File: config.mk
export PLATFORM = sky130hd
export DESIGN_NAME = bcs_sat
export DESIGN_NICKNAME = d
export VERILOG_FILES = /design/src/rtl/bcs_pkg.sv /design/src/rtl/bcs_sat.sv
export SDC_FILE = /design/constraint.sdc
export NUM_CORES = 2
export LEC_CHECK = 0
export BUFFER_PORTS_ARGS = -buffer_cell sky130_fd_sc_hd__buf_4
export CAP_MARGIN = 20
export CORE_UTILIZATION = 45
export DETAILED_ROUTE_END_ITERATION = 8
export HOLD_SLACK_MARGIN = 0.1
export SYNTH_ARGS = -nofsm -noshare
export SYNTH_HDL_FRONTEND = slang
export SYNTH_SLANG_ARGS = --single-unit
File: constraint.sdc
create_clock -name clk_i -period 11.6 [get_ports clk_i]
set_input_delay 0.58 -clock clk_i [delete_from_list [all_inputs] [get_ports clk_i]]
set_output_delay 0.58 -clock clk_i [all_outputs]
set_load 0.05 [all_outputs]
File: src/rtl/bcs_pkg.sv
// bcs_pkg: types, widths and fixed-point constants of the brightness/contrast/saturation
// pipeline; used by every rtl file but bcs_stream_if, depends on nothing

package bcs_pkg;

  localparam int NUM_STAGES = 7;

  // datapath widths
  localparam int CHAN_W = 8;
  localparam int BRI_W  = 9;
  localparam int FAC_W  = 16;
  localparam int D_W    = 11;
  localparam int PC_W   = 28;
  localparam int Y_W    = 20;
  localparam int LW_W   = 17;
  localparam int LP_W   = 37;
  localparam int LS_W   = 38;
  localparam int DF_W   = 21;
  localparam int PS_W   = 38;
  localparam int Z_W    = 24;

  localparam int CFG_IDX_W  = 2;
  localparam int CFG_DATA_W = 9;

  localparam int CONTRAST_SHIFT = 6;
  localparam int LUMA_SHIFT     = 16;
  localparam int SAT_SHIFT      = 14;

  localparam logic signed [D_W-1:0]   MID_LEVEL    = 11'sd128;
  localparam logic signed [Y_W-1:0]   MID_LEVEL_Q8 = 20'sd32768;
  localparam logic signed [Z_W-1:0]   OUT_MAX_Q8   = 24'sd65280;
  localparam logic [CHAN_W-1:0]       CHAN_MAX     = 8'hFF;
  localparam logic [CHAN_W-1:0]       CHAN_MIN     = 8'h00;

  localparam logic signed [BRI_W-1:0] BRI_MIN = -9'sd255;
  localparam logic signed [7:0]       PCT_MIN = -8'sd100;
  localparam logic signed [7:0]       PCT_MAX = 8'sd100;

  localparam logic [FAC_W-1:0] FACTOR_UNITY = 16'd16384;

  // rec.601 weights in q0.16
  localparam logic [LW_W-1:0] LUMA_W [3] = '{17'd19595, 17'd38470, 17'd7471};

  // ceil(2^25 / 25), exact quotient for dividends below 2^20
  localparam logic [20:0] RECIP_25 = 21'd1342178;
  localparam int          RECIP_SHIFT = 25;

  typedef enum logic [CFG_IDX_W-1:0] {
    REG_BRIGHTNESS = 2'd0,
    REG_CONTRAST   = 2'd1,
    REG_SATURATION = 2'd2
  } cfg_reg_e;

  typedef struct packed {
    logic [CHAN_W-1:0] red_in;
    logic [CHAN_W-1:0] green_in;
    logic [CHAN_W-1:0] blue_in;
  } pix_in_t;

  typedef struct packed {
    logic [CHAN_W-1:0] red_out;
    logic [CHAN_W-1:0] green_out;
    logic [CHAN_W-1:0] blue_out;
  } pix_out_t;

  typedef struct packed {
    logic signed [BRI_W-1:0] brightness;
    logic [FAC_W-1:0]        contrast_factor;
    logic [FAC_W-1:0]        saturation_factor;
  } cfg_t;

  // (pct + 100) / 100 in q2.14, rounded half up
  // equals floor((n * 4096 + 12) / 25) with n = pct + 100
  function automatic logic [FAC_W-1:0] factor_q14(input logic signed [7:0] pct);
    logic signed [8:0] n;
    logic [19:0]       w;
    logic [40:0]       prod;
    n    = 9'(pct) + 9'sd100;
    w    = {4'd0, n[7:0], 8'd0} * 20'd16 + 20'd12;
    prod = {21'd0, w} * {20'd0, RECIP_25};
    return prod[RECIP_SHIFT +: FAC_W];
  endfunction

endpackage

File: src/rtl/bcs_sat.sv
// bcs_sat: saturation scaling about luminance, clamp and output register, two stages
// depends on bcs_pkg

module bcs_sat (
  input  logic                            clk_i,
  input  logic [1:0]                      en_i,
  input  logic signed [bcs_pkg::Y_W-1:0]  y_i [3],
  input  logic signed [bcs_pkg::Y_W-1:0]  lum_i,
  input  logic [bcs_pkg::FAC_W-1:0]       factor_i,
  output bcs_pkg::pix_out_t               pix_o
);

  logic signed [bcs_pkg::DF_W-1:0]  df [3];
  logic signed [bcs_pkg::PS_W-1:0]  ps_d [3], ps_q [3];
  logic signed [bcs_pkg::Y_W-1:0]   lum_q;
  logic signed [bcs_pkg::Z_W-1:0]   z [3];
  logic [bcs_pkg::CHAN_W-1:0]       out_d [3], out_q [3];

  always_comb begin
    for (int c = 0; c < 3; c++) begin
      df[c]   = bcs_pkg::DF_W'(y_i[c]) - bcs_pkg::DF_W'(lum_i);
      ps_d[c] = bcs_pkg::PS_W'(df[c]) * bcs_pkg::PS_W'($signed({1'b0, factor_i}));
      z[c]    = bcs_pkg::Z_W'(lum_q) + bcs_pkg::Z_W'(ps_q[c] >>> bcs_pkg::SAT_SHIFT);
      if (z[c] < 0) begin
        out_d[c] = bcs_pkg::CHAN_MIN;
      end else if (z[c] >= bcs_pkg::OUT_MAX_Q8) begin
        out_d[c] = bcs_pkg::CHAN_MAX;
      end else begin
        out_d[c] = z[c][15:8];
      end
    end
  end

  always_ff @(posedge clk_i) begin
    if (en_i[0]) begin
      ps_q  <= ps_d;
      lum_q <= lum_i;
    end
    if (en_i[1]) begin
      out_q <= out_d;
    end
  end

  assign pix_o.red_out   = out_q[0];
  assign pix_o.green_out = out_q[1];
  assign pix_o.blue_out  = out_q[2];

endmodule

==> flow_summary.ini <==
[timing]
setup-tns-final_ns = 0
slew-limit-headroom = 0.263
tightest_slew_ns = 1.10
setup_viol = 0
post-route-period-util = 0.840
min_period_ns = 9.75
clock_skew_ns = 0.0114
rsz0062_at_grt = no
hold_violations = 0
timing.fmax_mhz = 103
whs_ns = 0.286
slew_violations = 0

[logic_synthesis]
yosysUniqueCellTypes = 74
synth_nets = 6741
syn_area_mm2 = 0.0468
synth_seq_cells = 116
synth_flop_cell = edfxtp_1
seq_area_frac_synth = 0.0744
postSynthAreaPerCell_um2 = 8.93
yosys_warnings = 0
synth_cells = 5243
synth_edf_count = 116
synth_async_sr_flop_share = 0

[worst_setup_path]
crit_arrival_ns = 9.95
slowest_stage = fa_1
required_ns = 11.81
crit_type = primary input to flop
crit_buf_inv = 6
cp_max_fo = 16
cpMostUsedCell = fa_1
end_kind = flop
start_kind = primary input
cp_slowest_stage_delay_ns = 0.55
critPathTopFamily = adder cells

[cells_and_area]
layout.cells.non_filler = 6626
fill_cells = 9845
area_growth_pct = 6.52
drive_above_1_share = 0.0540
layout.nets = 6740

[global_route]
grt.total_usage = 0.259
grt_max_degree = 75
antenna_found_initial = 7
grt_pass1_wl_mm = 210
overflow = 0
grt_pass1_vias = 37200

[place]
portBuffers = 122
place_inst = 6589
dp_hpwl_mm = 106
gp_congestion = 0.901

[die]
die_h_um = 325
design.core.area_mm2 = 0.102
rows = 117
start_util = 0.457
die_w_um = 325
io_pins = 123
dieArea_mm2 = 0.105

[detailed_routing]
drc = 0
first_pass_iters = 5
drtAntennaViolNets = 0
avgRoutedWirePerCell_um = 20.0
drtIter0Drc = 2334
routed_wl_mm = 132
via_per_inst = 5.35
vias = 35400

[cts]
cts_buffers = 17
cts_hold_buf = 0
htree_levels = 4
clock_latency_ns = 0.48
clk_path_buf_depth = 2
cts_num_sinks = 116
root_buffer = clkbuf_16
cts_tree = built
path_clk_slew_ns = 0.07
post-cts-setup-buffer-count = 0
postCtsResizedCells = 0

[run_status]
status = completed

[worst_hold_path]
hold_path.class = primary input to flop

[run]
cap_violations = 0
cells in the mapped netlist (all sizes together), types with 8 or more instances:
master | number | area, µm²
a31oi | 20 | 125
nor2b | 104 | 651
maj3 | 12 | 120
a21o | 43 | 323
o21bai | 8 | 60.1
ha | 413 | 5170
o31ai | 9 | 67.6
or3 | 21 | 131
nand4 | 16 | 100
o2111ai | 12 | 105
a311oi | 10 | 87.6
a211oi | 24 | 180
xnor2 | 123 | 1080
nand3 | 53 | 265
nor2 | 152 | 571
fa | 986 | 19700
a2111oi | 12 | 130
nand3b | 8 | 60.1
mux2i | 21 | 210
and2 | 319 | 2000
and3 | 15 | 93.8
edfxtp | 116 | 3480
a21boi | 12 | 90.1
inv | 1237 | 4640
clkbuf | 213 | 800
a311o | 8 | 80.1
xor2 | 43 | 377
a31o | 9 | 78.8
o21a | 39 | 293
nor3 | 48 | 240
o31a | 12 | 105
nor4 | 24 | 163
a21oi | 128 | 641
o21ai | 86 | 430
mux2 | 18 | 203
nand2 | 694 | 2610
nand2b | 81 | 507
o211ai | 30 | 230
flip-flops by register name (all words and copies together) (netlist names):
name   cells
lum_q     20
ps_q      72
pix_o     24
area by class of cell:
| type | count | area (µm²) | area share |
|---|---|---|---|
| clock buffers | 18 | 429 | 0.00861 |
| inverters | 1237 | 4640 | 0.0931 |
| diodes | 3 | 7.51 | 0.000151 |
| repair buffers | 196 | 1470 | 0.0295 |
| multi-input cells | 3674 | 37900 | 0.761 |
| well taps | 1368 | 1710 | 0.0343 |
| clock inverters | 14 | 178 | 0.00356 |
| flip-flops and latches | 116 | 3480 | 0.0698 |
stage by stage:
stage / setup WS, ns / cell area, µm² / utilization
finish: 1.85 / 49900 / 0.487
global placement: 1.02 / 49200 / 0.481
global route: 1.20 / 49900 / 0.487
CTS: 1.49 / 49800 / 0.486
detailed placement: 0.986 / 49200 / 0.481
floorplan: 2.71 / 46800 / -
worst reg2reg max path: stages, from the launching register on:
cell	delay [ns]
edfxtp_1	0.65
inv_1	0.39
fa_1	0.49
nand2b_1	0.15
a21oi_1	0.18
o2111ai_1	0.19
a21oi_1	0.18
o21ai_0	0.20
a31oi_1	0.36
or4b_2	0.19
o2111ai_1	0.13
nor4_2	0.70
a21oi_1	0.26
cells in the final DEF (no fill, tap or decap), types with 20 or more instances in the layout:
cell	n
nor3_1	48
o21a_1	39
a31oi_1	20
a211oi_1	24
nor2_1	148
xor2_1	42
mux2i_1	21
inv_1	1237
xnor2_1	117
o21ai_0	83
or3_1	21
nand2_1	694
o211ai_1	29
a21oi_1	126
ha_1	413
nand2b_1	81
buf_4	195
and2_1	319
fa_1	986
a21o_1	43
nand3_1	53
nor4_1	22
nor2b_1	104
edfxtp_1	116
logic make-up (layout without fill, tap and decap cells):
family / Yosys count / count (layout) / synth area share
buf+inv: 1453 / 1465 / 0.117
xor+xnor: 166 / 166 / 0.0311
mux: 39 / 39 / 0.00882
simple gates: 1551 / 1551 / 0.160
compound gates: 507 / 507 / 0.0741
flops: 116 / 116 / 0.0744
fa+ha+maj: 1411 / 1411 / 0.535
other cells: 0 / 3 / 0
per-layer routing:
metal / part of all wire / wire length (µm) / GRT usage
met1: 0.44 / 58400 / 0.360
met2: 0.45 / 60100 / 0.417
met3: 0.083 / 10900 / 0.0499
met4: 0.021 / 2750 / 0.0622
met5: 0.00029 / 38 / 0
worst paths after layout:
| kind | start | end | cells past startpoint | slack [ns] |
|---|---|---|---|---|
| max | y_i[40] | ps_q[113]$_DFFE_PP_ | 34 | 1.85 |
| min | lum_i[3] | lum_q[3]$_DFFE_PP_ | 1 | 0.29 |
| max reg2reg | lum_q[1]$_DFFE_PP_ | pix_o[1]$_SDFFCE_PN0P_ | 12 | 7.25 |
| min reg2reg | ps_q[105]$_DFFE_PP_ | pix_o[23]$_SDFFCE_PN0P_ | 3 | 0.90 |
Power is not shown: default switching activity piles up to over one toggle a cycle in this logic, so the estimate is an artifact.
