===== config.mk =====
export PLATFORM = sky130hd
export DESIGN_NAME = bcs_luma
export DESIGN_NICKNAME = d
export VERILOG_FILES = /design/src/rtl/bcs_pkg.sv /design/src/rtl/bcs_luma.sv
export SDC_FILE = /design/constraint.sdc
export NUM_CORES = 1
export LEC_CHECK = 0
export BUFFER_PORTS_ARGS = -buffer_cell sky130_fd_sc_hd__buf_2
export CORE_AREA = 2 2 253 280
export CTS_CLUSTER_SIZE = 20
export DETAILED_ROUTE_END_ITERATION = 16
export DIE_AREA = 0 0 255 282
export HOLD_SLACK_MARGIN = 0.15
export PLACE_DENSITY = 0.58
export SYNTH_ARGS = -nofsm -noshare
export SYNTH_HDL_FRONTEND = slang
export SYNTH_SLANG_ARGS = --single-unit

===== constraint.sdc =====
create_clock -name clk_i -period 14.53 [get_ports clk_i]
set_input_delay 2.1795 -clock clk_i [delete_from_list [all_inputs] [get_ports clk_i]]
set_output_delay 2.1795 -clock clk_i [all_outputs]
set_load 0.02 [all_outputs]

===== src/rtl/bcs_pkg.sv =====
// bcs_pkg: types, widths and fixed-point constants of the brightness/contrast/saturation
// pipeline; used by every rtl file but bcs_stream_if, depends on nothing

package bcs_pkg;

  localparam int NUM_STAGES = 7;

  // datapath widths
  localparam int CHAN_W = 8;
  localparam int BRI_W  = 9;
  localparam int FAC_W  = 16;
  localparam int D_W    = 11;
  localparam int PC_W   = 28;
  localparam int Y_W    = 20;
  localparam int LW_W   = 17;
  localparam int LP_W   = 37;
  localparam int LS_W   = 38;
  localparam int DF_W   = 21;
  localparam int PS_W   = 38;
  localparam int Z_W    = 24;

  localparam int CFG_IDX_W  = 2;
  localparam int CFG_DATA_W = 9;

  localparam int CONTRAST_SHIFT = 6;
  localparam int LUMA_SHIFT     = 16;
  localparam int SAT_SHIFT      = 14;

  localparam logic signed [D_W-1:0]   MID_LEVEL    = 11'sd128;
  localparam logic signed [Y_W-1:0]   MID_LEVEL_Q8 = 20'sd32768;
  localparam logic signed [Z_W-1:0]   OUT_MAX_Q8   = 24'sd65280;
  localparam logic [CHAN_W-1:0]       CHAN_MAX     = 8'hFF;
  localparam logic [CHAN_W-1:0]       CHAN_MIN     = 8'h00;

  localparam logic signed [BRI_W-1:0] BRI_MIN = -9'sd255;
  localparam logic signed [7:0]       PCT_MIN = -8'sd100;
  localparam logic signed [7:0]       PCT_MAX = 8'sd100;

  localparam logic [FAC_W-1:0] FACTOR_UNITY = 16'd16384;

  // rec.601 weights in q0.16
  localparam logic [LW_W-1:0] LUMA_W [3] = '{17'd19595, 17'd38470, 17'd7471};

  // ceil(2^25 / 25), exact quotient for dividends below 2^20
  localparam logic [20:0] RECIP_25 = 21'd1342178;
  localparam int          RECIP_SHIFT = 25;

  typedef enum logic [CFG_IDX_W-1:0] {
    REG_BRIGHTNESS = 2'd0,
    REG_CONTRAST   = 2'd1,
    REG_SATURATION = 2'd2
  } cfg_reg_e;

  typedef struct packed {
    logic [CHAN_W-1:0] red_in;
    logic [CHAN_W-1:0] green_in;
    logic [CHAN_W-1:0] blue_in;
  } pix_in_t;

  typedef struct packed {
    logic [CHAN_W-1:0] red_out;
    logic [CHAN_W-1:0] green_out;
    logic [CHAN_W-1:0] blue_out;
  } pix_out_t;

  typedef struct packed {
    logic signed [BRI_W-1:0] brightness;
    logic [FAC_W-1:0]        contrast_factor;
    logic [FAC_W-1:0]        saturation_factor;
  } cfg_t;

  // (pct + 100) / 100 in q2.14, rounded half up
  // equals floor((n * 4096 + 12) / 25) with n = pct + 100
  function automatic logic [FAC_W-1:0] factor_q14(input logic signed [7:0] pct);
    logic signed [8:0] n;
    logic [19:0]       w;
    logic [40:0]       prod;
    n    = 9'(pct) + 9'sd100;
    w    = {4'd0, n[7:0], 8'd0} * 20'd16 + 20'd12;
    prod = {21'd0, w} * {20'd0, RECIP_25};
    return prod[RECIP_SHIFT +: FAC_W];
  endfunction

endpackage


===== src/rtl/bcs_luma.sv =====
// bcs_luma: rec.601 luminance of the contrast-adjusted pixel, two stages
// depends on bcs_pkg

module bcs_luma (
  input  logic                            clk_i,
  input  logic [1:0]                      en_i,
  input  logic signed [bcs_pkg::Y_W-1:0]  y_i [3],
  output logic signed [bcs_pkg::Y_W-1:0]  y_o [3],
  output logic signed [bcs_pkg::Y_W-1:0]  lum_o
);

  logic signed [bcs_pkg::LP_W-1:0] lp_d [3], lp_q [3];
  logic signed [bcs_pkg::Y_W-1:0]  y3_q [3], y4_q [3];
  logic signed [bcs_pkg::LS_W-1:0] sum;
  logic signed [bcs_pkg::Y_W-1:0]  lum_q;

  always_comb begin
    for (int c = 0; c < 3; c++) begin
      lp_d[c] = bcs_pkg::LP_W'(y_i[c])
              * bcs_pkg::LP_W'($signed({1'b0, bcs_pkg::LUMA_W[c]}));
    end
    sum = bcs_pkg::LS_W'(lp_q[0]) + bcs_pkg::LS_W'(lp_q[1]) + bcs_pkg::LS_W'(lp_q[2]);
  end

  always_ff @(posedge clk_i) begin
    if (en_i[0]) begin
      lp_q <= lp_d;
      y3_q <= y_i;
    end
    if (en_i[1]) begin
      lum_q <= $signed(sum[bcs_pkg::LUMA_SHIFT +: bcs_pkg::Y_W]);
      y4_q  <= y3_q;
    end
  end

  assign y_o   = y4_q;
  assign lum_o = lum_q;

endmodule


==> impl_results.md, run 1 <==
* CP most frequent cell: fa_1
* Crit path max-delay cell type: fa_1
* Min cycle time layout at 7.50 ns
* Synthesized area per cell at 11.3 um^2
* Die Footprint at 0.0719 mm^2
* Total wire length at 61300 um
* Layout cells sized above 1 at 8.05%
* Row cnt at 101
* WP data arrival at 7.82 ns
* Clock skew at 0.0169 ns
* Worst min-delay path class: reg -> reg
* Fraction of registers with async set/reset at 0%
* Delay-heaviest family, CP: adder cells
* Clock-pin slew on the worst setup and hold paths at 0.06 ns
* Total grt overflow at 0
* Crit. End Element: flop
* Seq cells post-synth at 242
* Hold Path Cell Cnt at 0
* Worst Hold End: y_o[44]
* Post-synth EDFFs at 242
* Max Slew Vio Count at 0
* Initial DRC Count at 748
* DRC violation count after routing at 0
* Boundary Pins at 143
* Max Root-Sink Buffers at 3
* Hold-fix buffers at CTS at 0
* Gr usage total at 17.8%
* Post-CTS sizing at 0
* Area delta synth->final at 10.3%
* Clock sink total at 242
* Ranking of synthesized cells by area: fa_1 (27%), edfxtp_1 (27%), ha_1 (21%)
* Clk_lat worst skew at 0.57 ns
* Run status: finished clean
* Synth top area share at 26.7%
* Layout net count at 3460
* Worst-margin pin slew at 0.986 ns
* Tcrit/Tclk final at 51.6%
* Placeable Area at 0.0689 mm^2
* Synth cell count leaders: inv_1 (583), ha_1 (457), fa_1 (364), edfxtp_1 (242), a21oi_1 (123)
* CP cell instances: buf_2, inv_1, fa_1, inv_1, fa_1, fa_1, fa_1, inv_1, fa_1, inv_1, ha_1, a21oi_1, nor2_1, nor2_1, nand2_1, o21ai_1, nor2_1, a311o_1, a311oi_1, xnor2_1
* Post-DR vias/cell at 4.90
* First-pass GRT wire length at 99500 um
* Post-synthesis sequential area ratio at 26.6%
* Data required time of the worst path at 14.85 ns
* Die H at 282 um
* Yosys cell types at 67
* Largest net degree at the start of global routing at 88
* Crit start category: input port
* Port-buffer cells at 142
* Synth Net Count at 3304
* Setup TNS at 0 ns
* Post-CTS Setup Bufs at 0
* Final hold vios at 0
* Maximum clock rate at 133 MHz
* Capture point of the worst reg-to-reg path: lum_o[19]
* Clock root buffer: clkbuf_16
* TritonCTS clock tree: done
* Max-slew headroom at 34.3%
* CP Class: in -> reg
* CTS H-tree depth at 1
* Ys Warns at 0
* Final RePlAce weighted congestion at 0.887
* Reg-to-Reg Start: lp_q[9]
* Antenna-violating nets left at 0
* CP bufs+invs at 5
* Drt pass-1 iters at 5
* Synth Flop Type: edfxtp_1
* Clock buffer count from CTS at 29
* Cells after Synth at 2420
* Critical path's largest stage delay at 0.68 ns
* DP HPWL at 50200 um
* Count leader, synth: inv_1
* Via count at 17300
* Worst Path Max Fanout at 23
* Initial antenna violation count at 0
* DR WL/cell at 17.4 um
* Max-cap viol count at 0
* HP Start: y3_q[44]
* Reg2reg setup slack at 10.82 ns
* FF-to-FF path depth at 11
* Vias in the first global route at 19000
* DIE WIDTH at 255 um
* Final setup fails at 0
* Cell taking the most area after synthesis: fa_1
* Post-Syn Area at 0.0273 mm^2
* Initial Util at 39.7%
* RSZ-0062 raised after global routing: no
-- placed cells by master, fill, tap and decap left out, types with 4 or more instances in the layout --
master	n
inv_1	583
ha_1	457
fa_1	364
edfxtp_1	242
buf_2	140
a21oi_1	123
xnor2_1	88
nand2_1	76
a21o_1	58
nor2_1	56
o21ai_0	55
nand3_1	39
xor2_1	39
clkbuf_16	29
o21bai_1	20
nor3_1	16
nand2b_1	15
and3_1	13
o21a_1	13
o211ai_1	12
a211oi_1	11
a31oi_1	11
nand4_1	10
nor2b_1	10
o21ai_1	7
and4_1	7
o31ai_1	6
and2_1	6
bufinv_16	6
o22ai_1	4
o31a_1	4
a211o_1	4
a221oi_1	4
clkinv_1	4
buf_4	4
-- routing by layer --
metal	wire, um	vias up	track usage (%)	part of all wire, %
li1	-	8306	-	-
met1	27600	8666	23.8	45
met5	0	-	0	0
met3	2180	49	2.01	3.6
met2	30500	264	31.4	50
met4	958	0	3.06	1.6
-- state kept, by name, summed over array words and instances, names as in the netlist --
signal	flops
lp_q	104
y_o	60
y3_q	58
lum_o	20
-- worst max path at each step --
| stage | endpoint | cells after the start | from |
|---|---|---|---|
| finish | lp_q[32] | 20 | y_i[19] |
| global route | lp_q[32] | 20 | y_i[19] |
| CTS | lp_q[32] | 20 | y_i[19] |
| detailed placement | lp_q[32] | 20 | y_i[19] |
| global placement | lp_q[32] | 20 | y_i[19] |
| floorplan | lp_q[31] | 21 | y_i[11] |
-- stage by stage --
step / std cells / hold slack (ns) / utilization, % / setup WS [ns] / area (um^2)
floorplan: 2420 / 0.400 / - / 7.33 / 27300
global placement: 3472 / 0.400 / 42.3 / 6.54 / 29100
detailed placement: 3472 / 0.405 / 42.3 / 6.43 / 29100
CTS: 3523 / 0.418 / 43.8 / 7.03 / 30100
global route: 3523 / 0.418 / 43.8 / 6.61 / 30100
finish: 3524 / 0.418 / 43.8 / 7.03 / 30200
-- cells by family after synthesis --
group           count (synthesis)  synth area share, %
compound gates                365                 8.71
xor+xnor                      128                 4.13
fa+ha+maj                     821                 47.6
buf+inv                       603                 8.34
flops                         242                 26.6
mux                             3                0.110
simple gates                  258                 4.56
-- area by class of cell --
class                      count  area, um^2
sequential                   242        7270
clock buffer                  32         737
fill                        6538       38700
multi-input combinational   1575       17800
timing repair buffer         145         742
inverter                     583        2190
tap                          927        1160
antenna                        1        2.50
clock inverter                19         263
Power of run 1 is not shown: default switching activity piles up to over one toggle a cycle in this logic, so the estimate is an artifact.
==> run 2: changes to the inputs <==
Clock period 14.53 ns to 7.6 ns, I/O delays scaled along.
==> impl_results.md, run 2 (same netlist as run 1, synthesis figures left out) <==
* Antenna Cells at 0
* DR WL/cell at 17.1 um
* Row cnt at 101
* Die Footprint at 0.0719 mm^2
* RSZ-0062 raised after global routing: no
* Max-cap viol count at 0
* Most frequent cells in the layout: inv_1 (583), ha_1 (457), fa_1 (364)
* Setup TNS at 0 ns
* Initial Util at 39.7%
* Die H at 282 um
* Post-CTS Setup Bufs at 0
* Vias in the first global route at 18800
* Largest net degree at the start of global routing at 76
* Critical path origin: y_i[11]
* Clock sink total at 242
* CTS H-tree depth at 1
* Via count at 17300
* Total grt overflow at 0
* Max Slew Vio Count at 0
* Max-slew headroom at 48.0%
* Run status: finished clean
* Clock skew at 0.0106 ns
* Clock root buffer: clkbuf_16
* Largest reg by FF count: lp_q
* Total wire length at 60300 um
* Worst min-delay path class: reg -> reg
* Hold-fix buffers at CTS at 0
* Min cycle time layout at 6.23 ns
* DRC violation count after routing at 0
* Initial DRC Count at 717
* Area delta synth->final at 9.77%
* Initial antenna violation count at 1
* Crit. End Element: flop
* Max FFs per register at 104
* Reg-to-Reg Start: lp_q[9]
* Post-DR vias/cell at 4.92
* Clock-pin slew on the worst setup and hold paths at 0.06 ns
* Port-buffer cells at 142
* Tcrit/Tclk final at 82.0%
* Worst Hold Margin at 0.413 ns
* Gr usage total at 17.8%
* TritonCTS clock tree: done
* Leading cell type in the layout, fill and taps excluded: inv_1
* CP Class: in -> reg
* Drt pass-1 iters at 4
* Worst Path Max Fanout at 7
* Layout cells sized above 1 at 7.98%
* Clock buffer count from CTS at 28
* Layout net count at 3461
* First-pass GRT wire length at 99900 um
* Final hold vios at 0
* Maximum clock rate at 160 MHz
* DP HPWL at 49900 um
* HP Start: y3_q[2]
* Crit start category: input port
* Data required time of the worst path at 7.91 ns
* Post-CTS sizing at 0
* Max Root-Sink Buffers at 3
* Clk_lat worst skew at 0.57 ns
* Final RePlAce weighted congestion at 0.894
* WP data arrival at 6.54 ns
* Antenna-violating nets left at 0
* DIE WIDTH at 255 um
* Final setup fails at 0
* Boundary Pins at 143
* Worst-margin pin slew at 0.776 ns
* Placeable Area at 0.0689 mm^2
## run 2: cell count changes in the layout (fill, tap and decap cells not counted), sizes merged
cell      before  now
clkinvlp       2    3
bufinv         6    1
diode          1    0
buf          145  147
inv          586  585
clkinv         8    6
clkbuf        32   34
## run 2: final timing paths
kind	endpoint	slack, ns	cells past startpoint
min	y_o[2]	0.41	0
min reg2reg	y_o[2]	0.41	0
max	lp_q[33]	1.37	21
max reg2reg	lum_o[19]	3.91	11
## run 2: final cells by class
class,count,area [um^2]
sequential,242,7270
inverter,583,2190
timing repair buffer,147,757
fill,6504,38900
tap,927,1160
clock inverter,12,103
clock buffer,34,744
multi-input combinational,1575,17800
## run 2: layer usage
metal	GRT usage (%)	vias up	routed length (um)
met5	0	-	0
met4	5.07	0	1610
met3	1.90	62	2210
met2	30.3	290	29600
met1	23.9	8671	27000
li1	-	8296	-
## run 2: metrics by stage
stage | util [%] | std cells | cell area (um^2) | setup WS, ns
after floorplan | - | 2420 | 27300 | 1.44
after global placement | 42.3 | 3474 | 29200 | 0.915
after detailed placement | 42.3 | 3474 | 29200 | 0.844
after CTS | 43.6 | 3520 | 30000 | 1.41
after global routing | 43.6 | 3520 | 30000 | 1.04
final | 43.6 | 3520 | 30000 | 1.37
## run 2: critical path, stage by stage
cell	delay, ns
buf_2	0.16
ha_1	0.33
inv_1	0.06
fa_1	0.49
inv_1	0.06
fa_1	0.48
fa_1	0.53
fa_1	0.49
inv_1	0.05
fa_1	0.47
inv_1	0.04
ha_1	0.40
nand4_1	0.18
nor3_1	0.31
o311ai_2	0.22
a21oi_1	0.30
o41ai_2	0.15
o21ai_2	0.25
nand2_1	0.11
o21ai_0	0.23
xnor2_1	0.09
Power of run 2 is left out for the same reason.
