**config.mk**
```make
export PLATFORM = sky130hd
export DESIGN_NAME = bcs_cfg
export DESIGN_NICKNAME = d
export VERILOG_FILES = /design/src/rtl/bcs_pkg.sv /design/src/rtl/bcs_cfg.sv
export SDC_FILE = /design/constraint.sdc
export NUM_CORES = 1
export LEC_CHECK = 0
export CORE_ASPECT_RATIO = 1.2
export CORE_UTILIZATION = 50
export DETAILED_ROUTE_END_ITERATION = 6
export DONT_BUFFER_PORTS = 1
export MAX_ROUTING_LAYER = met4
export PLACE_DENSITY_LB_ADDON = 0.1
export SYNTH_ARGS = -nofsm -noshare
export SYNTH_HDL_FRONTEND = slang
export SYNTH_SLANG_ARGS = --single-unit
```
**constraint.sdc**
```tcl
create_clock -name clk_i -period 1.58 [get_ports clk_i]
set_input_delay 0.079 -clock clk_i [delete_from_list [all_inputs] [get_ports clk_i]]
set_output_delay 0.079 -clock clk_i [all_outputs]
set_load 0.005 [all_outputs]
```
**src/rtl/bcs_pkg.sv**
```systemverilog
// bcs_pkg: types, widths and fixed-point constants of the brightness/contrast/saturation
// pipeline; used by every rtl file but bcs_stream_if, depends on nothing

package bcs_pkg;

  localparam int NUM_STAGES = 7;

  // datapath widths
  localparam int CHAN_W = 8;
  localparam int BRI_W  = 9;
  localparam int FAC_W  = 16;
  localparam int D_W    = 11;
  localparam int PC_W   = 28;
  localparam int Y_W    = 20;
  localparam int LW_W   = 17;
  localparam int LP_W   = 37;
  localparam int LS_W   = 38;
  localparam int DF_W   = 21;
  localparam int PS_W   = 38;
  localparam int Z_W    = 24;

  localparam int CFG_IDX_W  = 2;
  localparam int CFG_DATA_W = 9;

  localparam int CONTRAST_SHIFT = 6;
  localparam int LUMA_SHIFT     = 16;
  localparam int SAT_SHIFT      = 14;

  localparam logic signed [D_W-1:0]   MID_LEVEL    = 11'sd128;
  localparam logic signed [Y_W-1:0]   MID_LEVEL_Q8 = 20'sd32768;
  localparam logic signed [Z_W-1:0]   OUT_MAX_Q8   = 24'sd65280;
  localparam logic [CHAN_W-1:0]       CHAN_MAX     = 8'hFF;
  localparam logic [CHAN_W-1:0]       CHAN_MIN     = 8'h00;

  localparam logic signed [BRI_W-1:0] BRI_MIN = -9'sd255;
  localparam logic signed [7:0]       PCT_MIN = -8'sd100;
  localparam logic signed [7:0]       PCT_MAX = 8'sd100;

  localparam logic [FAC_W-1:0] FACTOR_UNITY = 16'd16384;

  // rec.601 weights in q0.16
  localparam logic [LW_W-1:0] LUMA_W [3] = '{17'd19595, 17'd38470, 17'd7471};

  // ceil(2^25 / 25), exact quotient for dividends below 2^20
  localparam logic [20:0] RECIP_25 = 21'd1342178;
  localparam int          RECIP_SHIFT = 25;

  typedef enum logic [CFG_IDX_W-1:0] {
    REG_BRIGHTNESS = 2'd0,
    REG_CONTRAST   = 2'd1,
    REG_SATURATION = 2'd2
  } cfg_reg_e;

  typedef struct packed {
    logic [CHAN_W-1:0] red_in;
    logic [CHAN_W-1:0] green_in;
    logic [CHAN_W-1:0] blue_in;
  } pix_in_t;

  typedef struct packed {
    logic [CHAN_W-1:0] red_out;
    logic [CHAN_W-1:0] green_out;
    logic [CHAN_W-1:0] blue_out;
  } pix_out_t;

  typedef struct packed {
    logic signed [BRI_W-1:0] brightness;
    logic [FAC_W-1:0]        contrast_factor;
    logic [FAC_W-1:0]        saturation_factor;
  } cfg_t;

  // (pct + 100) / 100 in q2.14, rounded half up
  // equals floor((n * 4096 + 12) / 25) with n = pct + 100
  function automatic logic [FAC_W-1:0] factor_q14(input logic signed [7:0] pct);
    logic signed [8:0] n;
    logic [19:0]       w;
    logic [40:0]       prod;
    n    = 9'(pct) + 9'sd100;
    w    = {4'd0, n[7:0], 8'd0} * 20'd16 + 20'd12;
    prod = {21'd0, w} * {20'd0, RECIP_25};
    return prod[RECIP_SHIFT +: FAC_W];
  endfunction

endpackage

```
**src/rtl/bcs_cfg.sv**
```systemverilog
// bcs_cfg: configuration registers with range saturation and factor precompute
// depends on bcs_pkg

module bcs_cfg (
  input  logic                               clk_i,
  input  logic                               rst_ni,
  input  logic                               cfg_we_i,
  input  logic [bcs_pkg::CFG_IDX_W-1:0]      cfg_idx_i,
  input  logic [bcs_pkg::CFG_DATA_W-1:0]     cfg_data_i,
  output bcs_pkg::cfg_t                      cfg_o
);

  bcs_pkg::cfg_t           cfg_d, cfg_q;
  logic signed [8:0]       bri;
  logic signed [7:0]       pct, pct_sat;

  always_comb begin
    bri = $signed(cfg_data_i);
    pct = $signed(cfg_data_i[7:0]);
    if (pct < bcs_pkg::PCT_MIN) begin
      pct_sat = bcs_pkg::PCT_MIN;
    end else if (pct > bcs_pkg::PCT_MAX) begin
      pct_sat = bcs_pkg::PCT_MAX;
    end else begin
      pct_sat = pct;
    end
  end

  always_comb begin
    cfg_d = cfg_q;
    if (cfg_we_i) begin
      case (cfg_idx_i)
        bcs_pkg::REG_BRIGHTNESS: begin
          cfg_d.brightness = (bri < bcs_pkg::BRI_MIN) ? bcs_pkg::BRI_MIN : bri;
        end
        bcs_pkg::REG_CONTRAST: begin
          cfg_d.contrast_factor = bcs_pkg::factor_q14(pct_sat);
        end
        bcs_pkg::REG_SATURATION: begin
          cfg_d.saturation_factor = bcs_pkg::factor_q14(pct_sat);
        end
        default: begin
          cfg_d = cfg_q;
        end
      endcase
    end
  end

  always_ff @(posedge clk_i or negedge rst_ni) begin
    if (!rst_ni) begin
      cfg_q.brightness        <= '0;
      cfg_q.contrast_factor   <= bcs_pkg::FACTOR_UNITY;
      cfg_q.saturation_factor <= bcs_pkg::FACTOR_UNITY;
    end else begin
      cfg_q <= cfg_d;
    end
  end

  assign cfg_o = cfg_q;

endmodule

```
==> results of run 1 <==
## critical path: stages
cell and delay (ps):
or2_4 240, a221oi_4 280, inv_2 90, ha_4 180, a21o_1 160, a22o_4 240, inv_1 60, ha_1 240
fa_1 450, inv_2 80, ha_4 120, inv_1 40, fa_1 500, fa_1 520, inv_2 40, fa_1 580
ha_4 220, ha_4 260, a21o_1 220, nor4_4 260, a21boi_2 130, a211oi_4 340, a211oi_2 140, or3_1 320
a31o_2 230
## kinds of logic (layout without fill, tap and decap cells)
family | Yosys count | after routing
buffers and inverters | 117 | 236
AO/OA/AOI/OAI | 119 | 119
adder cells (fa/ha/maj) | 176 | 176
XOR/XNOR | 24 | 24
flip-flops | 41 | 41
AND/OR/NAND/NOR | 131 | 131
## area by class of cell
type,count,area share
clock buffers,6,0.0173
clock inverters,2,0.00470
inverters,105,0.0529
multi-input cells,450,0.633
flip-flops and latches,41,0.138
well taps,129,0.0217
repair buffers,123,0.133
## worst min-delay path by stage
stage	start	end	slack, ps	depth (start not counted)
CTS	cfg_data_i[0]	cfg_o[32]	7	2
global route	cfg_data_i[0]	cfg_o[32]	2	2
finish	cfg_data_i[0]	cfg_o[32]	10	2
detailed placement	rst_ni	cfg_o[20]	-220	0
floorplan	rst_ni	cfg_o[0]	-220	0
global placement	rst_ni	cfg_o[20]	-220	0
## what timing repair did
action | in CTS | in global routing
gates resized for setup | 31 | 49
endpoints found under the setup margin | 32 | 36
buffers inserted | 4 | 6
pin swaps | 33 | 46
hold buffers | 7 | 0
endpoints found under the hold margin | 46 | 0
## layout by cell type, fill, tap and decap left out, types with 7 or more instances in the layout
| cell | instances |
|---|---|
| ha_1 | 118 |
| buf_4 | 108 |
| inv_1 | 95 |
| nand2_1 | 61 |
| dfrtp_1 | 39 |
| fa_1 | 35 |
| o21ai_1 | 24 |
| ha_4 | 22 |
| o21ai_0 | 15 |
| a21o_1 | 12 |
| nor2_1 | 12 |
| inv_2 | 10 |
| xnor2_1 | 10 |
| nand3_1 | 9 |
| a21oi_1 | 8 |
| nand2b_1 | 7 |
| buf_6 | 7 |
## per-stage QoR
stage	utilization	hold WS, ps	cells	setup TNS, ps	worst slack [ps]
after global placement	0.622	-216	833	-142800	-4760
after detailed placement	0.622	-216	833	-145850	-4860
after floorplan	-	-217	608	-140840	-4900
final	0.695	10.1	856	-128170	-4250
after global routing	0.695	1.51	856	-135100	-4460
after CTS	0.668	7.00	852	-130340	-4440
## per-layer routing
layer  global-route usage  vias to the layer above  routed length [um]
li1                     -                     2297                   -
met3               0.0190                       23                 275
met2                0.444                       78                7220
met4               0.0728                        0                 265
met5                    -                        -                   0
met1                0.287                     2274                5780
==> results.sh, run 1 <==
export IMPL_cts_tree="built"
export IMPL_clock_sinks=41
export IMPL_maxSlewViolCount=0
export IMPL_r2r_cells=2
export IMPL_clkTransAtPathRegs_ps=60
export IMPL_wl_per_cell_um=15.8
export IMPL_reg2reg_to="cfg_o[14]"
export IMPL_relSlewSlack=0.630
export IMPL_violations="negative setup slack"
export IMPL_synth_area_mm2=0.00560
export IMPL_synth_fa_ha_area_frac=0.441
export IMPL_wl_um=13500
export IMPL_endpoint="cfg_o[14]"
export IMPL_tightestPinTransition_ps=550
export IMPL_clockBufferDepth=2
export IMPL_gp_congestion=0.906
export IMPL_std_cell_rows=41
export IMPL_core_area_mm2=0.0107
export IMPL_ios=55
export IMPL_track_usage=0.245
export IMPL_largest_reg_flops=41
export IMPL_hold_path_class="in2reg"
export IMPL_arrival_ps=6050
export IMPL_rrSetupSlack_ps=780
export IMPL_overflow=0
export IMPL_via_per_inst=5.46
export IMPL_hold_viol=0
export IMPL_synthMuxAreaShare=0
export IMPL_grt_max_degree=42
export IMPL_drt_initial_drc_count=151
export IMPL_outcome="complete, but fails checks"
export IMPL_cts_buffers=5
export IMPL_synth_xor_area_share=0.0376
export IMPL_ys_types=54
export IMPL_cap_viol_max_count=0
export IMPL_clk_latency_ps=280
export IMPL_worst_slack_ps=-4250
export IMPL_root_buffer="clkbuf_16"
export IMPL_multiInputGateArea_mm2=0.00471
export IMPL_crit_required_ps=1800
export IMPL_port_buffers=0
export IMPL_synth_edf_count=0
export IMPL_fin_crit_ps=5830
export IMPL_synth_top_family_by_area="adder cells"
export IMPL_final_period_utilization=3.69
export IMPL_drc=0
export IMPL_ant_nets=0
export IMPL_dp_hpwl_um=11100
export IMPL_grt_setup_unrepaired="true"
export IMPL_grt_pass1_wl_um=22300
export IMPL_crit_fanout=7
export IMPL_synth_fp_nets=798
export IMPL_fin_skew_ps=0
export IMPL_firstDrtPassIters=4
export IMPL_startpoint="cfg_data_i[3]"
export IMPL_area_growth_pct=33.2
export IMPL_synth_most_common_cell="ha_1"
export IMPL_worstSetupPathType="in2reg"
export IMPL_start_util=0.522
export IMPL_synth_ff_type="dfrtp_1"
export IMPL_yosysSeqAreaShare=0.184
export IMPL_synthCells=608
export IMPL_die_w_um=98.6
export IMPL_fillCellCount=820
export IMPL_ys_ff_latch=41
export IMPL_vias=4672
export IMPL_synthTopCellsByCount="141 x ha_1, 104 x inv_1, 64 x nand2_1, 43 x o21ai_0, 39 x dfrtp_1"
export IMPL_antenna_cells=0
export IMPL_synthArstFlopShare=1.00
export IMPL_dpl_cell_area_mm2=0.00667
export IMPL_dieHeight_um=118
export IMPL_yosysTopAreaCellShare=0.315
export IMPL_critical_path_startpoint_type="primary input"
export IMPL_yosysWarnings=0
export IMPL_die_area_mm2=0.0116
export IMPL_regArea_mm2=0.00103
export IMPL_fmaxAchievable_mhz=172
export IMPL_final_nets=916
export IMPL_endpoint_kind="flop"
export IMPL_setup_viol=32
export IMPL_antenna_found_initial=0
export IMPL_synth_area_per_cell_um2=9.20
export IMPL_synth_compound_area_share=0.147
export IMPL_cts_max_level=2
export IMPL_synth_area_top_cells="ha_1 32%, dfrtp_1 17%, fa_1 13%"
export IMPL_fin_area_mm2=0.00745
export IMPL_rr_startpoint="cfg_o[14]"
export IMPL_drive_above_1_share=0.292
export IMPL_yosys_area_top_type="ha_1"
export IMPL_grt_pass1_vias=4887
export IMPL_synthSimpleGateAreaFrac=0.112
Power of run 1 is left out: the tool's default activity adds up to more than one toggle a clock period on the data nets, which glitch-free logic cannot reach.
==> inputs of run 2 (changes only) <==
- RECOVER_POWER: not set -> 25
==> run 2 against run 1 <==
Compared with the run above:
- the run still ends with negative setup slack left
- global-route usage did not move
- fmax did not move
- non-clock buffer count did not move
- utilization fell by 0.14 points
- largest cell class unchanged
- highest routed layer unchanged
==> results.sh, run 2 (synthesized netlist as in run 1, its figures left out) <==
export IMPL_outcome="complete, but fails checks"
export IMPL_violations="negative setup slack"
export IMPL_hold_viol=0
export IMPL_drive_above_1_share=0.292
export IMPL_rr_startpoint="cfg_o[14]"
export IMPL_firstDrtPassIters=4
export IMPL_rrSetupSlack_ps=780
export IMPL_port_buffers=0
export IMPL_grt_setup_unrepaired="true"
export IMPL_clockBufferDepth=2
export IMPL_fmaxAchievable_mhz=172
export IMPL_wl_per_cell_um=15.8
export IMPL_die_w_um=98.6
export IMPL_overflow=0
export IMPL_start_util=0.522
export IMPL_final_instance_count_excl_fill=856
export IMPL_final_cell_mix="118 x ha_1, 108 x buf_4, 95 x inv_1, 61 x nand2_1, 39 x dfrtp_1"
export IMPL_crit_required_ps=1800
export IMPL_drc=0
export IMPL_grt_pass1_wl_um=22300
export IMPL_ios=55
export IMPL_worst_slack_ps=-4250
export IMPL_tightestPinTransition_ps=959
export IMPL_critical_path_startpoint_type="primary input"
export IMPL_cts_max_level=2
export IMPL_final_nets=916
export IMPL_cap_viol_max_count=0
export IMPL_clk_latency_ps=280
export IMPL_wl_um=13500
export IMPL_fin_area_mm2=0.00744
export IMPL_ant_nets=0
export IMPL_cts_buffers=5
export IMPL_drt_initial_drc_count=151
export IMPL_gp_congestion=0.906
export IMPL_hold_path_class="in2reg"
export IMPL_worstSetupPathType="in2reg"
export IMPL_dpl_cell_area_mm2=0.00667
export IMPL_dieHeight_um=118
export IMPL_largest_reg_flops=41
export IMPL_reg2reg_to="cfg_o[14]"
export IMPL_critPathTopFamily="adder cells"
export IMPL_track_usage=0.245
export IMPL_std_cell_rows=41
export IMPL_setup_viol=32
export IMPL_arrival_ps=6050
export IMPL_endpoint="cfg_o[14]"
export IMPL_relSlewSlack=0.361
export IMPL_fillCellCount=822
export IMPL_endpoint_kind="flop"
export IMPL_dp_hpwl_um=11100
export IMPL_grt_max_degree=42
export IMPL_final_period_utilization=3.69
export IMPL_r2r_cells=2
export IMPL_root_buffer="clkbuf_16"
export IMPL_critPathBufInv=5
export IMPL_clock_sinks=41
export IMPL_critPathSlowestCell="fa_1"
export IMPL_layout_commonest_cell="ha_1"
export IMPL_via_per_inst=5.46
export IMPL_fin_skew_ps=0
export IMPL_clkTransAtPathRegs_ps=60
export IMPL_startpoint="cfg_data_i[3]"
export IMPL_fin_crit_ps=5830
export IMPL_maxSlewViolCount=0
export IMPL_crit_fanout=7
export IMPL_crit_cells=25
export IMPL_slowest_delay_ps=580
export IMPL_die_area_mm2=0.0116
export IMPL_antenna_cells=0
export IMPL_cts_tree="built"
export IMPL_fin_util=0.694
export IMPL_antenna_found_initial=0
export IMPL_vias=4671
export IMPL_area_growth_pct=32.9
export IMPL_grt_pass1_vias=4887
export IMPL_fin_setup_tns_ps=-128170
export IMPL_dpl_cell_count=833
export IMPL_core_area_mm2=0.0107
## run 2: changes by cell type in the layout (fill, tap and decap cells not counted), sizes merged
cell    delta
buf        -1
clkbuf     +1
## run 2: area by class of cell
type / count / area (um^2) / share of cell area
multi-input cells: 450 / 4710 / 0.634
inverters: 105 / 394 / 0.0530
well taps: 129 / 161 / 0.0217
repair buffers: 123 / 975 / 0.131
flip-flops and latches: 41 / 1030 / 0.138
clock buffers: 6 / 129 / 0.0173
clock inverters: 2 / 35.0 / 0.00471
## run 2: through the flow
stage | setup WS [ps] | hold slack, ps
after CTS | -4440 | 7.00
after global placement | -4760 | -216
final | -4250 | 10.1
after global routing | -4460 | 1.51
after floorplan | -4900 | -217
after detailed placement | -4860 | -216
## run 2: worst min-delay path by stage
stage / from / endpoint / slack (ps) / cells past startpoint
2_1_floorplan: rst_ni / cfg_o[0] / -220 / 0
3_3_place_gp: rst_ni / cfg_o[20] / -220 / 0
3_5_place_dp: rst_ni / cfg_o[20] / -220 / 0
4_1_cts: cfg_data_i[0] / cfg_o[32] / 7 / 2
5_1_grt: cfg_data_i[0] / cfg_o[32] / 2 / 2
6_report: cfg_data_i[0] / cfg_o[32] / 10 / 2
## run 2: layer usage
layer / wire [um] / up-vias / global-route usage / part of all wire
met3: 275 / 23 / 0.0190 / 0.020
met5: 0 / - / - / 0
met2: 7220 / 78 / 0.444 / 0.53
li1: - / 2297 / - / -
met1: 5780 / 2273 / 0.287 / 0.43
met4: 265 / 0 / 0.0728 / 0.020
## run 2: repair_timing
action	4_1_cts	5_1_grt
hold endpoints to repair	46	0
setup buffers	4	6
resized for setup	31	49
hold buffers	7	0
setup endpoints to repair	32	36
pin swaps	33	46
Power of run 2 is left out for the same reason.
