<file path="src/rtl/bcs_pkg.sv">
// bcs_pkg: types, widths and fixed-point constants of the brightness/contrast/saturation
// pipeline; used by every rtl file but bcs_stream_if, depends on nothing

package bcs_pkg;

  localparam int NUM_STAGES = 7;

  // datapath widths
  localparam int CHAN_W = 8;
  localparam int BRI_W  = 9;
  localparam int FAC_W  = 16;
  localparam int D_W    = 11;
  localparam int PC_W   = 28;
  localparam int Y_W    = 20;
  localparam int LW_W   = 17;
  localparam int LP_W   = 37;
  localparam int LS_W   = 38;
  localparam int DF_W   = 21;
  localparam int PS_W   = 38;
  localparam int Z_W    = 24;

  localparam int CFG_IDX_W  = 2;
  localparam int CFG_DATA_W = 9;

  localparam int CONTRAST_SHIFT = 6;
  localparam int LUMA_SHIFT     = 16;
  localparam int SAT_SHIFT      = 14;

  localparam logic signed [D_W-1:0]   MID_LEVEL    = 11'sd128;
  localparam logic signed [Y_W-1:0]   MID_LEVEL_Q8 = 20'sd32768;
  localparam logic signed [Z_W-1:0]   OUT_MAX_Q8   = 24'sd65280;
  localparam logic [CHAN_W-1:0]       CHAN_MAX     = 8'hFF;
  localparam logic [CHAN_W-1:0]       CHAN_MIN     = 8'h00;

  localparam logic signed [BRI_W-1:0] BRI_MIN = -9'sd255;
  localparam logic signed [7:0]       PCT_MIN = -8'sd100;
  localparam logic signed [7:0]       PCT_MAX = 8'sd100;

  localparam logic [FAC_W-1:0] FACTOR_UNITY = 16'd16384;

  // rec.601 weights in q0.16
  localparam logic [LW_W-1:0] LUMA_W [3] = '{17'd19595, 17'd38470, 17'd7471};

  // ceil(2^25 / 25), exact quotient for dividends below 2^20
  localparam logic [20:0] RECIP_25 = 21'd1342178;
  localparam int          RECIP_SHIFT = 25;

  typedef enum logic [CFG_IDX_W-1:0] {
    REG_BRIGHTNESS = 2'd0,
    REG_CONTRAST   = 2'd1,
    REG_SATURATION = 2'd2
  } cfg_reg_e;

  typedef struct packed {
    logic [CHAN_W-1:0] red_in;
    logic [CHAN_W-1:0] green_in;
    logic [CHAN_W-1:0] blue_in;
  } pix_in_t;

  typedef struct packed {
    logic [CHAN_W-1:0] red_out;
    logic [CHAN_W-1:0] green_out;
    logic [CHAN_W-1:0] blue_out;
  } pix_out_t;

  typedef struct packed {
    logic signed [BRI_W-1:0] brightness;
    logic [FAC_W-1:0]        contrast_factor;
    logic [FAC_W-1:0]        saturation_factor;
  } cfg_t;

  // (pct + 100) / 100 in q2.14, rounded half up
  // equals floor((n * 4096 + 12) / 25) with n = pct + 100
  function automatic logic [FAC_W-1:0] factor_q14(input logic signed [7:0] pct);
    logic signed [8:0] n;
    logic [19:0]       w;
    logic [40:0]       prod;
    n    = 9'(pct) + 9'sd100;
    w    = {4'd0, n[7:0], 8'd0} * 20'd16 + 20'd12;
    prod = {21'd0, w} * {20'd0, RECIP_25};
    return prod[RECIP_SHIFT +: FAC_W];
  endfunction

endpackage

</file>
<file path="src/rtl/bcs_contrast.sv">
// bcs_contrast: brightness offset and contrast scaling about mid level, three stages
// depends on bcs_pkg

module bcs_contrast (
  input  logic                              clk_i,
  input  logic [2:0]                        en_i,
  input  bcs_pkg::pix_in_t                  pix_i,
  input  logic signed [bcs_pkg::BRI_W-1:0]  brightness_i,
  input  logic [bcs_pkg::FAC_W-1:0]         factor_i,
  output logic signed [bcs_pkg::Y_W-1:0]    y_o [3]
);

  logic [bcs_pkg::CHAN_W-1:0]        chan [3];
  logic signed [bcs_pkg::D_W-1:0]    d_d [3], d_q [3];
  logic signed [bcs_pkg::PC_W-1:0]   pc_d [3], pc_q [3];
  logic signed [bcs_pkg::Y_W-1:0]    y_d [3], y_q [3];

  assign chan[0] = pix_i.red_in;
  assign chan[1] = pix_i.green_in;
  assign chan[2] = pix_i.blue_in;

  always_comb begin
    for (int c = 0; c < 3; c++) begin
      d_d[c]  = bcs_pkg::D_W'($signed({1'b0, chan[c]}))
              + bcs_pkg::D_W'(brightness_i) - bcs_pkg::MID_LEVEL;
      pc_d[c] = bcs_pkg::PC_W'(d_q[c]) * bcs_pkg::PC_W'($signed({1'b0, factor_i}));
      y_d[c]  = bcs_pkg::Y_W'(pc_q[c] >>> bcs_pkg::CONTRAST_SHIFT) + bcs_pkg::MID_LEVEL_Q8;
    end
  end

  always_ff @(posedge clk_i) begin
    for (int c = 0; c < 3; c++) begin
      if (en_i[0]) begin
        d_q[c] <= d_d[c];
      end
      if (en_i[1]) begin
        pc_q[c] <= pc_d[c];
      end
      if (en_i[2]) begin
        y_q[c] <= y_d[c];
      end
    end
  end

  assign y_o = y_q;

endmodule

</file>
<file path="config.mk">
export PLATFORM = sky130hd
export DESIGN_NAME = bcs_contrast
export DESIGN_NICKNAME = d
export VERILOG_FILES = /design/src/rtl/bcs_pkg.sv /design/src/rtl/bcs_contrast.sv
export SDC_FILE = /design/constraint.sdc
export NUM_CORES = 1
export LEC_CHECK = 0
export ABC_AREA = 1
export BUFFER_PORTS_ARGS = -buffer_cell sky130_fd_sc_hd__buf_2
export CAP_MARGIN = 10
export CORE_MARGIN = 5
export CORE_UTILIZATION = 30
export DETAILED_ROUTE_END_ITERATION = 12
export REMOVE_ABC_BUFFERS = 1
export SYNTH_ARGS = -nofsm -noshare
export SYNTH_HDL_FRONTEND = slang
export SYNTH_SLANG_ARGS = --single-unit
</file>
<file path="constraint.sdc">
create_clock -name clk_i -period 16.5 [get_ports clk_i]
set_input_delay 2.475 -clock clk_i [delete_from_list [all_inputs] [get_ports clk_i]]
set_output_delay 2.475 -clock clk_i [all_outputs]
set_load 0.005 [all_outputs]
</file>
==> metrics.md, run 1 <==
| Metric | Value |
|---|---|
| GP Congestion | slightly below 0.9 |
| Routed wire per std cell | between 15 and 20 um |
| Clock transition at the registers of the reported paths | 0.07 ns |
| Final count of pins violating max slew | 0 |
| Clk buf depth | 2 |
| First-pass GRT wire length | approximately 100000 um |
| HP Class | flop to flop |
| Fin cells | 3975 |
| Synth unique cells | 33 |
| Syn avg cell area | ~8.4 um2 |
| Final worst path period share | 0.439 |
| Post-Synth Simple-Gate Area | 0.160 |
| Port-buffer cells | 112 |
| Syn Std Cell Area | between 20000 and 25000 um2 |
| Status | completed |
| Endpoints failing setup | 0 |
| Initial Utilization | 0.301 |
| Largest family of logic cells by synthesized area | adder cells |
| Via density | 4.51 |
| Pre-CTS setup slack | around 9 ns |
| Worst-Skew Late Latency | roughly 0.5 ns |
| Area delta synth->final | 8.54% |
| Worst endpoint required time | 16.74 ns |
| First DRT Iteration DRCs | slightly below 1000 |
| Die Wd | 294 um |
| GRT Overall Usage | 0.148 |
| Fin worst setup slack | 9.26 ns |
| Clk_skew | 0.0159 ns |
| Initial antenna violation count | 2 |
| Routed Antenna Nets | 0 |
| GRT overflow | 0 |
| PostCTS Resize Cnt | 0 |
| Fmax | between 100 and 150 MHz |
| First-pass DRT Iterations | 6 |
| Die ar. | 86300 um2 |
| CTS buffer count | 17 |
| Layout net count | around 3600 |
| Synthesized flop and latch total | roughly 150 |
| Share of cells above drive strength 1 | 0.0621 |
| # hold bufs at CTS | 0 |
| Row cnt | approximately 100 |
| H-tree Lvls | 4 |
| I/O Pins | between 100 and 150 |
| Setup TNS | 0 ns |
| Final instance area | about 26000 um2 |
| Clock period minus final worst setup slack | 7.24 ns |
| Max Cap Viol | 0 |
| DRC | 0 |
| Vias in the first global route | 19009 |
| Area of the multi-input gates | about 16000 um2 |
| CP max FO | 33 |
| Final hold violations | 0 |
| Commonest non-fill, non-tap cell in the layout | inv_1 |
| Die height | ~290 um |
| Placed inst area | around 26000 um2 |
| Maximum number of pins on one net before global-route repair | 61 |
| Gate Count Post-Synth | 2878 |
| Total Wirelength | around 61000 um |
| Fill count | between 8000 and 9000 |
| DP HPWL | 47900 um |
| Clk root buf | clkbuf_16 |
| Core Box Area | 80200 um2 |
| Sequential cell area | roughly 4600 um2 |
| Worst slew margin | 0.357 |
| Arrival time worst endpoint | around 7.5 ns |
| Leading cell types in the layout, fill and taps excluded | inv_1 (773), nand2_1 (732), fa_1 (375) |
| Critical Path Sink Type | flop |
| Seq/Total Area, Yosys | 0.190 |
| RSZ-0062 raised after global routing | false |
| Worst-margin pin slew | approximately 0.96 ns |
| Setup Buffers After CTS | 0 |
| Synth Area in Adders | 0.446 |
| Compound-cell area share of the yosys netlist | 0.0376 |
| Via count | 17935 |
| Kind of critical path | primary input to flop |
| Post-Place Cells | between 3000 and 4000 |
| Multiplexer share of the synthesized area | 0 |
| Worst setup SP type | primary input |
| YS warnings | 0 |
| CTS tree | done |
| XOR/XNOR Fraction of Synth Area | 0.0276 |
| Clk sinks | between 150 and 200 |
| Antenna fix cells | 0 |
[final cells by class]
type	instances	share of cell area
Clock buffer	18	0.0164
Clock inverter	14	0.00520
Inverter	781	0.112
Multi-Input combinational cell	1833	0.618
Sequential cell	153	0.175
Tap cell	1060	0.0506
Timing Repair Buffer	116	0.0225
[critical path: stages]
cell,delay [ns]
buf_2,0.72
nand2_1,0.18
fa_1,0.58
inv_1,0.06
fa_1,0.55
fa_1,0.46
fa_1,0.52
inv_1,0.05
fa_1,0.47
inv_1,0.06
ha_1,0.34
nand2_1,0.19
inv_1,0.06
a21oi_1,0.25
nor2_1,0.11
o21ai_0,0.18
nand3_1,0.09
nand2_1,0.06
nand2_1,0.06
[path summary, 6_finish.rpt]
path / start / end / slack [ns] / cells past startpoint
max: factor_i[6] / pc_q[0][53]$_DFFE_PP_ / 9.26 / 19
max reg2reg: d_q[0][2]$_DFFE_PP_ / pc_q[0][23]$_DFFE_PP_ / 11.16 / 19
min: pc_q[0][6]$_DFFE_PP_ / y_o[40]$_DFFE_PP_ / 0.42 / 0
min reg2reg: pc_q[0][6]$_DFFE_PP_ / y_o[40]$_DFFE_PP_ / 0.42 / 0
[Yosys cell counts]
master	count	area [um2]
fa_1	375	7510
nor4_1	3	18.8
o21ai_0	29	145
o31ai_1	2	15.0
a21oi_1	89	445
clkbuf_1	109	409
and3_1	2	12.5
nor3_1	11	55.1
edfxtp_1	153	4590
inv_2	8	30.0
nor3_2	8	80.1
o211ai_2	1	12.5
xnor2_1	18	158
buf_2	2	10.0
nand2_1	732	2750
a21boi_2	2	22.5
o211ai_1	5	37.5
nor2_2	5	31.3
inv_1	773	2900
xor2_1	58	508
nor3b_1	1	7.51
a21o_1	9	67.6
o21bai_1	6	45.0
nand3_1	59	295
o21ai_2	1	8.76
a21oi_2	2	17.5
a21boi_0	5	37.5
nor2_1	108	405
o21a_1	5	37.5
nand2_2	8	50.1
o21ai_1	3	15.0
nand4_1	25	156
ha_1	261	3270
[sequential cells by signal, summed over array words and instances, names as in the netlist]
| name | cells |
|---|---|
| d_q | 33 |
| pc_q | 60 |
| y_o | 60 |
[stage by stage]
stage	util	hold WS (ns)
after floorplan	-	0.400
after global placement	0.320	0.404
after detailed placement	0.320	0.405
after CTS	0.327	0.421
after global routing	0.327	0.429
final	0.327	0.418
[logic make-up (layout without fill, tap and decap cells)]
kind of cell | count (synthesis) | count (layout)
simple gates | 962 | 962
buf+inv | 892 | 929
compound gates | 159 | 159
flops | 153 | 153
xor+xnor | 76 | 76
fa+ha+maj | 636 | 636
[metal layers]
metal | up-vias | GRT usage | part of all wire
li1 | 8566 | - | -
met1 | 8767 | 0.189 | 0.43
met2 | 508 | 0.257 | 0.48
met3 | 92 | 0.0315 | 0.064
met4 | 2 | 0.0399 | 0.024
met5 | - | 0 | 0.00033
Power of run 1 is not shown: default switching activity piles up to over one toggle a cycle in this logic, so the estimate is an artifact.
==> run 2, diff against run 1 <==
Clock period 16.5 ns to 6.03 ns, I/O delays scaled along.
==> run 2 against run 1 <==
  * Cell area is 1.6% higher
  * Utilization is 0.52 points higher
  * Largest cell class unchanged
  * Final cell count is 0.78% higher
  * Global-route usage is 0.34 points higher
  * Via count is 0.88% higher
  * Critical path depth is 1 lower
  * First-iteration DRC count is 9.2% higher
  * Worst setup slack worse by 8.6 ns
  * Die area stayed put
==> metrics.md, run 2 (synthesis results as in run 1) <==
| Metric | Value |
|---|---|
| Vias in the first global route | 19404 (was 19009) |
| PostCTS Resize Cnt | 0 (unchanged) |
| Core Box Area | 80200 um2 (unchanged) |
| Final count of pins violating max slew | 0 (unchanged) |
| CTS tree | done (unchanged) |
| # hold bufs at CTS | 0 (unchanged) |
| I/O Pins | 113 (unchanged) |
| Routed wire per std cell | 15.6 um (was 15.5 um) |
| Clk sinks | 153 (unchanged) |
| Endpoints failing setup | 0 (unchanged) |
| Commonest non-fill, non-tap cell in the layout | inv_1 (unchanged) |
| Worst setup SP type | flop (was primary input) |
| Kind of critical path | flop to flop (was primary input to flop) |
| Area delta synth->final | 10.3% (was 8.54%) |
| Port-buffer cells | 112 (unchanged) |
| Initial Utilization | 0.301 (unchanged) |
| Worst endpoint required time | 6.27 ns (was 16.74 ns) |
| DRC | 0 (unchanged) |
| Setup TNS | 0 ns (unchanged) |
| CTS buffer count | 17 (unchanged) |
| Antenna fix cells | 0 (unchanged) |
| Worst slew margin | 0.381 (was 0.357) |
| Maximum number of pins on one net before global-route repair | 61 (unchanged) |
| Final hold violations | 0 (unchanged) |
| H-tree Lvls | 4 (unchanged) |
| Share of cells above drive strength 1 | 0.0720 (was 0.0621) |
| Row cnt | 104 (unchanged) |
| CP max FO | 16 (was 33) |
| GP Congestion | 0.885 (was 0.871) |
| Worst R2R Start | d_q[0][14]$_DFFE_PP_ (was d_q[0][2]$_DFFE_PP_) |
| First-pass GRT wire length | 104000 um (was 101000 um) |
| Worst-margin pin slew | 0.928 ns (was 0.964 ns) |
| Via count | 18092 (was 17935) |
| Fmax | 185 MHz |
| Final worst path period share | 0.896 |
| Status | completed (unchanged) |
| Worst-Skew Late Latency | 0.49 ns (about the same) |
| Clock period minus final worst setup slack | roughly 5.4 ns |
| Arrival time worst endpoint | 5.64 ns (was 7.48 ns) |
| Critical Path Sink Type | flop (unchanged) |
| Max Cap Viol | 0 (unchanged) |
| RSZ-0062 raised after global routing | false (unchanged) |
| Routed Antenna Nets | 0 (unchanged) |
| Crit path from | d_q[0][14]$_DFFE_PP_ (was factor_i[6]) |
| First-pass DRT Iterations | 6 (unchanged) |
| Total Wirelength | 62300 um (was 61400 um) |
| Layout net count | 3622 (was 3591) |
| First DRT Iteration DRCs | 1075 (was 984) |
| Clk buf depth | 2 (unchanged) |
| Setup Buffers After CTS | 0 (unchanged) |
| Die height | 294 um (unchanged) |
| GRT overflow | 0 (unchanged) |
| R2R Setup Slk | 0.63 ns (was 11.16 ns) |
| Initial antenna violation count | 1 (was 2) |
| Min-delay src | pc_q[0][64]$_DFFE_PP_ (was pc_q[0][6]$_DFFE_PP_) |
| Die ar. | 86300 um2 (unchanged) |
| Clk root buf | clkbuf_16 (unchanged) |
| Via density | 4.52 (was 4.51) |
| Clk_skew | 0.0239 ns (was 0.0159 ns) |
| Clock transition at the registers of the reported paths | 0.06 ns (was 0.07 ns) |
| Die Wd | 294 um (unchanged) |
| GRT Overall Usage | 0.152 (was 0.148) |
| Leading cell types in the layout, fill and taps excluded | inv_1 (773), nand2_1 (732), fa_1 (375) (unchanged) |
| HP Class | flop to flop (unchanged) |
| DP HPWL | 49900 um (was 47900 um) |
-- run 2: cell types whose count changed in the layout (fill, tap and decap cells not counted), moves of 2 or more --
| cell | change |
|---|---|
| inv_6 | -3 |
| clkinv_2 | +2 |
| buf_12 | +12 |
| clkinvlp_4 | -3 |
| bufinv_16 | +2 |
| clkinv_4 | +3 |
| buf_4 | +19 |
-- run 2: worst max-delay path, cell delays in order, from the launching register on --
cell and delay (ns):
edfxtp_1 0.86, nand2_1 0.17, fa_1 0.51, fa_1 0.52, inv_1 0.05, fa_1 0.51
fa_1 0.52, inv_1 0.06, fa_1 0.48, inv_1 0.04, ha_1 0.38, a21oi_1 0.32
o21ai_0 0.22, a21oi_1 0.16, nand2_1 0.12, nand2_1 0.10, nand2_1 0.05, nand2_1 0.05
nand2_1 0.04
-- run 2: metal layers --
layer / vias up / global-route usage / wire length [um]
li1: 8624 / - / -
met5: - / 0 / 13
met4: 2 / 0.0399 / 1270
met1: 8958 / 0.199 / 27800
met2: 437 / 0.264 / 30400
met3: 71 / 0.0220 / 2900
-- run 2: through the flow --
| step | instance area, um2 | setup slack (ns) | std cells | util | hold WS, ns |
|---|---|---|---|---|---|
| after global routing | 26600 | 0.352 | 4006 | 0.332 | 0.428 |
| after global placement | 26000 | 0.225 | 3974 | 0.325 | 0.400 |
| final | 26600 | 0.627 | 4006 | 0.332 | 0.419 |
| after CTS | 26600 | 0.665 | 4006 | 0.332 | 0.421 |
| after floorplan | 23700 | 1.11 | 2767 | - | 0.400 |
| after detailed placement | 26000 | 0.204 | 3974 | 0.325 | 0.405 |
-- run 2: final timing paths --
path | endpoint | cells past startpoint
worst min register to register | y_o[2]$_DFFE_PP_ | 0
worst max-delay path | pc_q[0][52]$_DFFE_PP_ | 18
worst min-delay path | y_o[2]$_DFFE_PP_ | 0
worst max register to register | pc_q[0][52]$_DFFE_PP_ | 18
-- run 2: area by class of cell --
class	count	area (um2)
Fill cell	8438	53500
Clock inverter	13	169
Clock buffer	19	433
Sequential cell	153	4590
Inverter	781	2930
Timing Repair Buffer	147	973
Tap cell	1060	1330
Multi-Input combinational cell	1833	16200
Power of run 2 is left out for the same reason.
